[config.mk]
export PLATFORM = sky130hd
export DESIGN_NAME = eight_bit_alu_with_flags_unit
export DESIGN_NICKNAME = d
export VERILOG_FILES = /design/src/rtl/ealu_pkg.sv /design/src/rtl/ealu_core.sv /design/src/rtl/eight_bit_alu_with_flags_unit.sv
export SDC_FILE = /design/constraint.sdc
export NUM_CORES = 1
export LEC_CHECK = 0
export CORE_UTILIZATION = 60
export DETAILED_ROUTE_END_ITERATION = 7
export DONT_BUFFER_PORTS = 1
export PLACE_DENSITY = 0.76
export REMOVE_ABC_BUFFERS = 1
export SYNTH_ARGS = -nofsm -noshare
export SYNTH_HDL_FRONTEND = slang
export SYNTH_SLANG_ARGS = --single-unit
[constraint.sdc]
create_clock -name clk -period 4.1 [get_ports clk]
set_input_delay 0 -clock clk [delete_from_list [all_inputs] [get_ports clk]]
set_output_delay 0 -clock clk [all_outputs]
set_load 0.01 [all_outputs]
[src/rtl/ealu_pkg.sv]
// ----------------------------------------------------------------------------
// ealu_pkg
// Shared types and constants of the eight-bit ALU with flags: opcode codes,
// operation kinds, flag bit positions and the result bundle.
// ----------------------------------------------------------------------------
package ealu_pkg;

  // Flag bit positions inside the 4-bit ZNHC field
  localparam int unsigned FLAG_Z = 3;
  localparam int unsigned FLAG_N = 2;
  localparam int unsigned FLAG_H = 1;
  localparam int unsigned FLAG_C = 0;

  // Register code of the accumulator
  localparam logic [2:0] REG_A = 3'd7;
  localparam logic [2:0] REG_NONE = 3'd0;

  // Opcode group patterns
  localparam logic [1:0] GRP_ALU_REG   = 2'b10;
  localparam logic [7:0] MASK_IMM      = 8'hC7;
  localparam logic [7:0] PAT_ALU_IMM   = 8'hC6;
  localparam logic [7:0] PAT_INC_R8    = 8'h04;
  localparam logic [7:0] PAT_DEC_R8    = 8'h05;

  // Accumulator opcodes
  localparam logic [7:0] OP_RLCA = 8'h07;
  localparam logic [7:0] OP_RRCA = 8'h0F;
  localparam logic [7:0] OP_RLA  = 8'h17;
  localparam logic [7:0] OP_RRA  = 8'h1F;
  localparam logic [7:0] OP_DAA  = 8'h27;
  localparam logic [7:0] OP_CPL  = 8'h2F;
  localparam logic [7:0] OP_SCF  = 8'h37;
  localparam logic [7:0] OP_CCF  = 8'h3F;

  // Decimal adjust constants
  localparam logic [7:0] DAA_HI_ADJ    = 8'h60;
  localparam logic [7:0] DAA_LO_ADJ    = 8'h06;
  localparam logic [7:0] DAA_LIMIT     = 8'h99;
  localparam logic [3:0] BCD_DIGIT_MAX = 4'h9;

  // Operation kind in opcode bits 5:3 of the ALU group
  typedef enum logic [2:0] {
    KIND_ADD = 3'd0,
    KIND_ADC = 3'd1,
    KIND_SUB = 3'd2,
    KIND_SBC = 3'd3,
    KIND_AND = 3'd4,
    KIND_XOR = 3'd5,
    KIND_OR  = 3'd6,
    KIND_CP  = 3'd7
  } alu_kind_t;

  // One result beat
  typedef struct packed {
    logic [7:0] result;
    logic [7:0] acc_out;
    logic [3:0] flags_out;
    logic [2:0] dest_index;
    logic       writes_back;
    logic       handled;
  } alu_result_t;

endpackage

[src/rtl/ealu_core.sv]
// ----------------------------------------------------------------------------
// ealu_core
// Combinational datapath: decodes the opcode and computes the written value,
// new accumulator, ZNHC flags, destination code and handled mark.
// ----------------------------------------------------------------------------
module ealu_core (
  input  logic [7:0]           opcode,
  input  logic [7:0]           operand,
  input  logic [7:0]           acc_in,
  input  logic [3:0]           flags_in,
  output ealu_pkg::alu_result_t res
);

  // Shared add and subtract with carry-in
  logic       cin;
  logic       carry_use;
  logic [8:0] add_sum;
  logic [4:0] add_half;
  logic [8:0] sub_diff;
  logic [4:0] sub_half;
  logic [7:0] inc_val;
  logic [7:0] dec_val;
  logic [7:0] daa_val;
  logic       daa_c;

  // Only ADC and SBC take the carry in; compare ignores it
  assign cin       = flags_in[ealu_pkg::FLAG_C];
  assign carry_use = cin & opcode[3] & ~opcode[5];
  assign add_sum   = {1'b0, acc_in} + {1'b0, operand} + {8'd0, carry_use};
  assign add_half  = {1'b0, acc_in[3:0]} + {1'b0, operand[3:0]} + {4'd0, carry_use};
  assign sub_diff  = {1'b0, acc_in} - {1'b0, operand} - {8'd0, carry_use};
  assign sub_half  = {1'b0, acc_in[3:0]} - {1'b0, operand[3:0]} - {4'd0, carry_use};
  assign inc_val   = operand + 8'd1;
  assign dec_val   = operand - 8'd1;

  // Decimal adjust of the accumulator
  always_comb begin
    daa_val = acc_in;
    daa_c   = cin;
    if (flags_in[ealu_pkg::FLAG_N]) begin
      if (cin) daa_val = daa_val - ealu_pkg::DAA_HI_ADJ;
      if (flags_in[ealu_pkg::FLAG_H]) daa_val = daa_val - ealu_pkg::DAA_LO_ADJ;
    end else begin
      if (cin || (acc_in > ealu_pkg::DAA_LIMIT)) begin
        daa_val = daa_val + ealu_pkg::DAA_HI_ADJ;
        daa_c   = 1'b1;
      end
      if (flags_in[ealu_pkg::FLAG_H] || (acc_in[3:0] > ealu_pkg::BCD_DIGIT_MAX)) begin
        daa_val = daa_val + ealu_pkg::DAA_LO_ADJ;
      end
    end
  end

  // Decode and select
  always_comb begin
    logic [7:0] val;
    logic [3:0] fl;
    val = 8'd0;
    fl  = flags_in;
    res.result      = 8'd0;
    res.acc_out     = acc_in;
    res.flags_out   = flags_in;
    res.dest_index  = ealu_pkg::REG_NONE;
    res.writes_back = 1'b0;
    res.handled     = 1'b1;

    if ((opcode[7:6] == ealu_pkg::GRP_ALU_REG) ||
        ((opcode & ealu_pkg::MASK_IMM) == ealu_pkg::PAT_ALU_IMM)) begin
      // Eight-bit arithmetic and logic on A
      fl = 4'd0;
      unique case (ealu_pkg::alu_kind_t'(opcode[5:3]))
        ealu_pkg::KIND_ADD, ealu_pkg::KIND_ADC: begin
          val = add_sum[7:0];
          fl[ealu_pkg::FLAG_H] = add_half[4];
          fl[ealu_pkg::FLAG_C] = add_sum[8];
        end
        ealu_pkg::KIND_SUB, ealu_pkg::KIND_SBC, ealu_pkg::KIND_CP: begin
          val = sub_diff[7:0];
          fl[ealu_pkg::FLAG_N] = 1'b1;
          fl[ealu_pkg::FLAG_H] = sub_half[4];
          fl[ealu_pkg::FLAG_C] = sub_diff[8];
        end
        ealu_pkg::KIND_AND: begin
          val = acc_in & operand;
          fl[ealu_pkg::FLAG_H] = 1'b1;
        end
        ealu_pkg::KIND_XOR: val = acc_in ^ operand;
        default:            val = acc_in | operand;
      endcase
      fl[ealu_pkg::FLAG_Z] = (val == 8'd0);
      res.flags_out  = fl;
      res.dest_index = ealu_pkg::REG_A;
      if (ealu_pkg::alu_kind_t'(opcode[5:3]) != ealu_pkg::KIND_CP) begin
        res.result      = val;
        res.acc_out     = val;
        res.writes_back = 1'b1;
      end
    end else if (((opcode & ealu_pkg::MASK_IMM) == ealu_pkg::PAT_INC_R8) ||
                 ((opcode & ealu_pkg::MASK_IMM) == ealu_pkg::PAT_DEC_R8)) begin
      // Increment or decrement of an 8-bit register, carry kept
      fl[ealu_pkg::FLAG_N] = opcode[0];
      if (opcode[0]) begin
        val = dec_val;
        fl[ealu_pkg::FLAG_H] = (operand[3:0] == 4'h0);
      end else begin
        val = inc_val;
        fl[ealu_pkg::FLAG_H] = (operand[3:0] == 4'hF);
      end
      fl[ealu_pkg::FLAG_Z] = (val == 8'd0);
      res.result      = val;
      res.flags_out   = fl;
      res.dest_index  = opcode[5:3];
      res.writes_back = 1'b1;
      if (opcode[5:3] == ealu_pkg::REG_A) res.acc_out = val;
    end else begin
      // Accumulator and flag operations
      val = acc_in;
      unique case (opcode)
        ealu_pkg::OP_RLCA: begin
          val = {acc_in[6:0], acc_in[7]};
          fl  = {3'd0, acc_in[7]};
        end
        ealu_pkg::OP_RRCA: begin
          val = {acc_in[0], acc_in[7:1]};
          fl  = {3'd0, acc_in[0]};
        end
        ealu_pkg::OP_RLA: begin
          val = {acc_in[6:0], cin};
          fl  = {3'd0, acc_in[7]};
        end
        ealu_pkg::OP_RRA: begin
          val = {cin, acc_in[7:1]};
          fl  = {3'd0, acc_in[0]};
        end
        ealu_pkg::OP_DAA: begin
          val = daa_val;
          fl  = 4'd0;
          fl[ealu_pkg::FLAG_Z] = (daa_val == 8'd0);
          fl[ealu_pkg::FLAG_N] = flags_in[ealu_pkg::FLAG_N];
          fl[ealu_pkg::FLAG_C] = daa_c;
        end
        ealu_pkg::OP_CPL: begin
          val = ~acc_in;
          fl[ealu_pkg::FLAG_N] = 1'b1;
          fl[ealu_pkg::FLAG_H] = 1'b1;
        end
        ealu_pkg::OP_SCF: begin
          fl = {flags_in[ealu_pkg::FLAG_Z], 3'b001};
        end
        ealu_pkg::OP_CCF: begin
          fl = {flags_in[ealu_pkg::FLAG_Z], 2'b00, ~cin};
        end
        default: begin
          res.handled = 1'b0;
        end
      endcase
      if (res.handled) begin
        res.result      = val;
        res.acc_out     = val;
        res.flags_out   = fl;
        res.dest_index  = ealu_pkg::REG_A;
        res.writes_back = 1'b1;
      end
    end
  end

endmodule

[src/rtl/eight_bit_alu_with_flags_unit.sv]
// A beat taken into the input register moves on to the result register and is
// then on the result ports, marked by done, for one cycle.
// Throughput: one beat per cycle; busy is low whenever rst is low.
// The receiver cannot stall; the input register and result register keep
// the two sides apart. rst (synchronous) drops any beat in flight.
// ----------------------------------------------------------------------------
// eight_bit_alu_with_flags_unit
// Top level: input register, combinational ALU core, result register.
// ----------------------------------------------------------------------------
module eight_bit_alu_with_flags_unit (
  input  logic       clk,
  input  logic       rst,
  input  logic       start,
  output logic       busy,
  input  logic [7:0] opcode,
  input  logic [7:0] operand,
  input  logic [7:0] acc_in,
  input  logic [3:0] flags_in,
  output logic       done,
  output logic [7:0] result,
  output logic [7:0] acc_out,
  output logic [3:0] flags_out,
  output logic [2:0] dest_index,
  output logic       writes_back,
  output logic       handled
);

  logic                  in_valid;
  logic [7:0]            in_opcode;
  logic [7:0]            in_operand;
  logic [7:0]            in_acc;
  logic [3:0]            in_flags;
  ealu_pkg::alu_result_t core_res;
  ealu_pkg::alu_result_t out_res;

  // Refuse beats only while in reset
  assign busy = rst;

  // Hold the accepted beat
  always_ff @(posedge clk) begin
    if (rst) begin
      in_valid <= 1'b0;
    end else begin
      in_valid <= start;
    end
  end

  always_ff @(posedge clk) begin
    if (start && !busy) begin
      in_opcode  <= opcode;
      in_operand <= operand;
      in_acc     <= acc_in;
      in_flags   <= flags_in;
    end
  end

  ealu_core u_core (
    .opcode   (in_opcode),
    .operand  (in_operand),
    .acc_in   (in_acc),
    .flags_in (in_flags),
    .res      (core_res)
  );

  // Advance the result beat
  always_ff @(posedge clk) begin
    if (rst) begin
      done <= 1'b0;
    end else begin
      done <= in_valid;
    end
  end

  always_ff @(posedge clk) begin
    if (in_valid) begin
      out_res <= core_res;
    end
  end

  assign result      = out_res.result;
  assign acc_out     = out_res.acc_out;
  assign flags_out   = out_res.flags_out;
  assign dest_index  = out_res.dest_index;
  assign writes_back = out_res.writes_back;
  assign handled     = out_res.handled;

endmodule

==> impl_metrics.toml, run 1 <==
[sta]
timing.clock.skew_ns = 0.0111
pins_over_slew_limit = 0
setup-violations-final = 0
post-route-min-period_ns = 3.38
slew_headroom = 0.189
final-hold-violation-count = 0
rsz0062_at_grt = "false"
worst-slew-pin-transition_ns = 1.22
final.setup.tns_ns = 0
timing.final.crit_share = 0.823
peak_freq_mhz = 296

[min_path]
min_from = "rst"
hold_class = "in2out"

[routing]
routed_via_density = 6.88
wire_per_inst_um = 20.2
post-route-drc-count = 0
final_wirelength_um = 14100
via_count = 4792
first_iter_violations = 551
number_of_detailed_routing_iterations_run_before_antenna_repair = 6
detail-route-antenna-nets = 0

[synthesis]
ys_seq_elements = 55
synth.most_common_cell = "sky130_fd_sc_hd__edfxtp_1"
synth_top_cells_by_area = "sky130_fd_sc_hd__edfxtp_1, sky130_fd_sc_hd__ha_1, sky130_fd_sc_hd__o21ai_0"
yosysWarnings = 0
synth_area_leader_cell = "sky130_fd_sc_hd__edfxtp_1"
syn-cell-area_um2 = 5130
post_synth_inst_count = 573
synth_commonest_cells = "sky130_fd_sc_hd__edfxtp_1, sky130_fd_sc_hd__nor2_1, sky130_fd_sc_hd__o21ai_0"
synth-edff-count = 53
async_reset_ff_frac = 0
mean_post_synth_cell_area_um2 = 8.95
netlist-cell-type-count = 76
synth.yosys.seq_area_share = 0.318
synth_largest_type_area_fraction = 0.310
ys_dominant_reg_cell = "sky130_fd_sc_hd__edfxtp_1"

[cts]
cts-root-buf = "sky130_fd_sc_hd__clkbuf_8"
insertion_delay_ns = 0.31
cts_post_setup_buffers_inserted = 0
h-tree-depth = 2
tritoncts = "built"
number_of_buffers_created_by_cts = 5
cts_max_path_buffers = 2
tritoncts_num_sinks = 55
clk_transition_reported_paths_ns = 0.09

[global_routing]
grt_start_max_net_pins = 39
grt_use_total = 0.321
grt_overflow_total = 0
grt_pass1_wl_um = 21900
antenna_found_initial = 0
grt_pass1_vias = 4190

[final_layout]
area.growth.synth_to_final_pct = 9.90
design.final.nets = 668
insertedDiodeCount = 0
drive_above_1_share = 0.0811
fillerInstances = 657

[die]
core_um2 = 8260
start_util = 0.621
die-area_um2 = 8930
ios = 58
placementRows = 33
die_w_um = 94.5
dieHeight_um = 94.5

[job]
max_cap_viol_count = 0

[pwr]
peakVddDrop_uv = 206
p_leak_nw = 2.15
p_total_mw = 1.72
power.density_cell_area_nw_per_um2 = 305

[critical_path]
crit_fanout = 7
cp_slowest_stage_delay_ns = 0.53
critical_path_class = "reg2reg"
crit_path_top_delay_cell = "sky130_fd_sc_hd__edfxtp_1"
start_kind = "flip-flop"
cp_startpoint = "in_operand[0]"
timing.critical_path.to_type = "flip-flop"
cp_data_arrival_time_ns = 3.40
reg_to_reg_critical_path_startpoint = "in_operand[0]"
cp_data_required_time_ns = 4.12
critical_path.cell_chain = "inv_1 -> fa_1 -> ha_1 -> o211ai_1 -> a311oi_1 -> nor4_1 -> nor3b_1 -> a21o_1 -> and2_1 -> o221ai_1"

[placed_design]
place.gp.congestion = 0.980
half_perimeter_wire_length_after_placement_um = 10200
number_of_buffers_inserted_by_port_buffering = 0

[outcome]
run_status = "finished, final reports clean"
==> worst max-delay path: cells and delay by family, from the launching register on <==
kind / cells / cell delay, ns
DFF: 1 / 0.53
and+or+nand+nor: 3 / 0.59
buffers and inverters: 1 / 0.20
AOI/OAI and AO/OA: 4 / 0.93
adders and majority gates: 2 / 0.85
==> repair_timing <==
item	CTS	global route
endpoints found under the hold margin	30	0
resized for setup	0	0
hold buffers	30	0
==> sequential cells by signal, indices dropped and copies added, names as in the netlist <==
signal       flops
flags_out        4
writes_back      1
in_valid         1
in_operand       8
result           8
handled          1
in_opcode        8
in_acc           8
acc_out          8
done             1
dest_index       3
in_flags         4
==> logic make-up after synthesis <==
group                      Yosys count  synth area share
adders and majority gates           46             0.119
and+or+nand+nor                    189             0.199
buffers and inverters               71            0.0602
AOI/OAI and AO/OA                  177             0.237
DFF                                 55             0.318
xor gates and xnor gates            21            0.0358
muxes                               14            0.0305
==> power breakdown <==
group | switching (mW) | internal, mW
logic | 0.373 | 0.256
clock network | 0.177 | 0.183
registers | 0.0595 | 0.671
==> routing by layer <==
metal / wire (um) / up-vias / GRT usage
met5: 0 / - / 0
met1: 5820 / 2241 / 0.441
met2: 6260 / 311 / 0.500
met3: 1540 / 49 / 0.0628
met4: 492 / 0 / 0.117
li1: - / 2191 / -
==> per-stage QoR <==
step	hold slack [ns]	instances	setup WS, ns	utilization	instance area [um^2]
3_3_place_gp	0.000107	659	1.03	0.633	5230
6_report	0.0000270	697	0.724	0.683	5640
3_5_place_dp	0.000112	659	0.811	0.633	5230
5_1_grt	0.000202	697	0.492	0.683	5640
4_1_cts	0.0000989	697	0.801	0.683	5640
2_1_floorplan	0	535	0.405	-	4950
==> area by class of cell <==
class,count,area [um^2],share of cell area
multi-input combinational,447,3200,0.567
sequential,55,1630,0.289
timing repair buffer,49,443,0.0785
tap,105,131,0.0233
inverter,33,124,0.0220
clock buffer,6,72.6,0.0129
clock inverter,2,37.5,0.00666
==> worst paths after layout <==
| check | slack [ns] | depth (start not counted) | to |
|---|---|---|---|
| setup reg to reg | 0.72 | 10 | result[7] |
| setup / recovery | 0.72 | 10 | result[7] |
| hold / removal | 0.00003 | 0 | busy |
| hold reg to reg | 0.90 | 3 | acc_out[5] |
==> cells in the final DEF (no fill, tap or decap), types with 5 or more instances in the layout <==
cell / instances
sky130_fd_sc_hd__xnor2_1: 14
sky130_fd_sc_hd__mux2i_1: 10
sky130_fd_sc_hd__dlygate4sd3_1: 30
sky130_fd_sc_hd__clkbuf_8: 5
sky130_fd_sc_hd__nor4_1: 8
sky130_fd_sc_hd__inv_1: 32
sky130_fd_sc_hd__a21oi_1: 27
sky130_fd_sc_hd__or3_1: 6
sky130_fd_sc_hd__nand2_1: 29
sky130_fd_sc_hd__ha_1: 41
sky130_fd_sc_hd__nor2b_1: 9
sky130_fd_sc_hd__a21o_1: 10
sky130_fd_sc_hd__xor2_1: 7
sky130_fd_sc_hd__o211ai_1: 9
sky130_fd_sc_hd__nor2_1: 51
sky130_fd_sc_hd__nor3_1: 18
sky130_fd_sc_hd__o21a_1: 7
sky130_fd_sc_hd__a31oi_1: 8
sky130_fd_sc_hd__and3_1: 7
sky130_fd_sc_hd__o21ai_0: 43
sky130_fd_sc_hd__nand4_1: 7
sky130_fd_sc_hd__edfxtp_1: 53
sky130_fd_sc_hd__fa_1: 5
sky130_fd_sc_hd__o22ai_1: 8
sky130_fd_sc_hd__buf_4: 19
sky130_fd_sc_hd__nand2b_1: 11
sky130_fd_sc_hd__and2_1: 7
sky130_fd_sc_hd__nand3_1: 9
sky130_fd_sc_hd__a211oi_1: 14
No activity file was read; power rests on OpenSTA's default activity.
==> inputs of run 2 (changes only) <==
==> constraint.sdc (replaced) <==
create_clock -name clk -period 3.5 [get_ports clk]
set_input_delay 0 -clock clk [delete_from_list [all_inputs] [get_ports clk]]
set_output_delay 0 -clock clk [all_outputs]
set_load 0.01 [all_outputs]
==> impl_metrics.toml, run 2 (synthesis results as in run 1) <==
[sta]
final-hold-violation-count = 0
holdWs_ns = 0.0000306
worst-slew-pin-transition_ns = 1.03
timing.final.crit_share = 0.924
slew_headroom = 0.312
timing.clock.skew_ns = 0.00605
rsz0062_at_grt = "false"
setup-violations-final = 0
post-route-worst-setup-slack_ns = 0.266
pins_over_slew_limit = 0
peak_freq_mhz = 309
post-route-min-period_ns = 3.23

[placed_design]
place.gp.congestion = 0.977
place_ws_ns = 0.402
half_perimeter_wire_length_after_placement_um = 10800
number_of_cells_after_detailed_placement = 664
dpl-instance-area_um2 = 5270
number_of_buffers_inserted_by_port_buffering = 0

[final_layout]
area.growth.synth_to_final_pct = 10.6
most-common-layout-cells = "sky130_fd_sc_hd__edfxtp_1, sky130_fd_sc_hd__nor2_1, sky130_fd_sc_hd__o21ai_0"
design.final.nets = 673
final-seq-area_um2 = 1630
finish.instance_area_um2 = 5670
fillerInstances = 662
multi_input_gate_area_um2 = 3200
layout.cells.most_common = "sky130_fd_sc_hd__edfxtp_1"
drive_above_1_share = 0.0888
finished_layout_cells = 702
insertedDiodeCount = 0

[critical_path]
cp_data_required_time_ns = 3.57
critical_path_class = "reg2reg"
reg_to_reg_critical_path_startpoint = "in_acc[1]"
crit-reg2reg-capture = "result[3]"
worst-r2r-cell-count = 8
timing.critical_path.to_type = "flip-flop"
start_kind = "flip-flop"
reg2reg_setup_slack_ns = 0.27
cp_data_arrival_time_ns = 3.31
crit_fanout = 8

[routing]
detail-route-antenna-nets = 0
routed_via_density = 6.82
final_wirelength_um = 14700
wire_per_inst_um = 20.9
post-route-drc-count = 0
first_iter_violations = 622
number_of_detailed_routing_iterations_run_before_antenna_repair = 7
via_count = 4788

[die]
die_w_um = 94.5
ios = 58
dieHeight_um = 94.5
start_util = 0.621
core_um2 = 8260
die-area_um2 = 8930
placementRows = 33

[cts]
tritoncts_num_sinks = 55
post_cts_resize_count = 0
clk_transition_reported_paths_ns = 0.09
cts_hold_repair.buffers = 30
insertion_delay_ns = 0.31
number_of_buffers_created_by_cts = 5
h-tree-depth = 2
tritoncts = "built"
cts_max_path_buffers = 2
cts-root-buf = "sky130_fd_sc_hd__clkbuf_8"
cts_post_setup_buffers_inserted = 0

[global_routing]
grt_pass1_vias = 4332
grt_start_max_net_pins = 39
grt_overflow_total = 0
grt_use_total = 0.334
antenna_found_initial = 0
grt_pass1_wl_um = 22500

[min_path]
hold-path-endpoint = "busy"
min_delay_path_depth = 0
min_from = "rst"
hold_class = "in2out"

[pwr]
peakVddDrop_uv = 241
p_total_mw = 2.01
netSwitchingFraction = 0.354
power.clock.fraction = 0.202
p_int_mw = 1.30
p_leak_nw = 2.18
combinational_fraction_of_design_power = 0.375
power.density_cell_area_nw_per_um2 = 354
p_switching_mw = 0.711
share_seq_of_total_power = 0.424

[job]
max_cap_viol_count = 0

[outcome]
run_status = "finished, final reports clean"
-- run 2: cell types whose count changed in the layout (fill, tap and decap cells not counted), sizes merged --
cell	change
buf	+5
clkinv	+2
clkbuf	-1
clkinvlp	-1
-- run 2: layer usage --
layer  share of wire  wire, um  vias up  global-route usage
li1                -         -     2202                   -
met4           0.045       654        0               0.144
met5               0         0        -                   0
met2            0.44      6490      327               0.514
met1            0.42      6140     2211               0.463
met3           0.094      1380       48              0.0539
-- run 2: critical path: stages, from the launching register on --
cell and delay (ns):
sky130_fd_sc_hd__edfxtp_1 0.58, sky130_fd_sc_hd__inv_1 0.20, sky130_fd_sc_hd__ha_1 0.34, sky130_fd_sc_hd__a21oi_1 0.24, sky130_fd_sc_hd__o21ai_0 0.13, sky130_fd_sc_hd__xnor2_1 0.13
sky130_fd_sc_hd__o311ai_0 0.77, sky130_fd_sc_hd__a21o_1 0.24, sky130_fd_sc_hd__a21boi_0 0.37
-- run 2: final cells by class --
| cell class | count | area share |
|---|---|---|
| Clock inverter | 3 | 0.00684 |
| Inverter | 33 | 0.0218 |
| Clock buffer | 5 | 0.0121 |
| Multi-Input combinational cell | 447 | 0.564 |
| Sequential cell | 55 | 0.288 |
| Timing Repair Buffer | 54 | 0.0847 |
| Tap cell | 105 | 0.0232 |
-- run 2: how the worst max path moves through the flow --
stage / slack [ns] / end / cells after the start / start
2_1_floorplan: -0.20 / result[7] / 13 / in_opcode[5]
3_3_place_gp: 0.43 / flags_out[3] / 11 / in_opcode[5]
3_5_place_dp: 0.40 / flags_out[3] / 11 / in_opcode[5]
4_1_cts: 0.36 / flags_out[3] / 11 / in_opcode[5]
5_1_grt: 0.03 / flags_out[3] / 11 / in_opcode[5]
6_report: 0.27 / result[3] / 8 / in_acc[1]
-- run 2: per-stage QoR --
| step | TNS [ns] | utilization |
|---|---|---|
| final | 0 | 0.687 |
| after global routing | 0 | 0.687 |
| after global placement | 0 | 0.638 |
| after floorplan | -0.273 | - |
| after CTS | 0 | 0.687 |
| after detailed placement | 0 | 0.638 |
-- run 2: power groups by stage --
| stage | registers (mW) | clock network [mW] | logic, mW |
|---|---|---|---|
| 2_1_floorplan | 0.880 | 0 | 0.477 |
| 3_3_place_gp | 0.862 | 0 | 0.678 |
| 3_5_place_dp | 0.866 | 0 | 0.695 |
| 4_1_cts | 0.850 | 0.415 | 0.726 |
| 5_1_grt | 0.860 | 0.431 | 0.809 |
| 6_report | 0.851 | 0.405 | 0.752 |
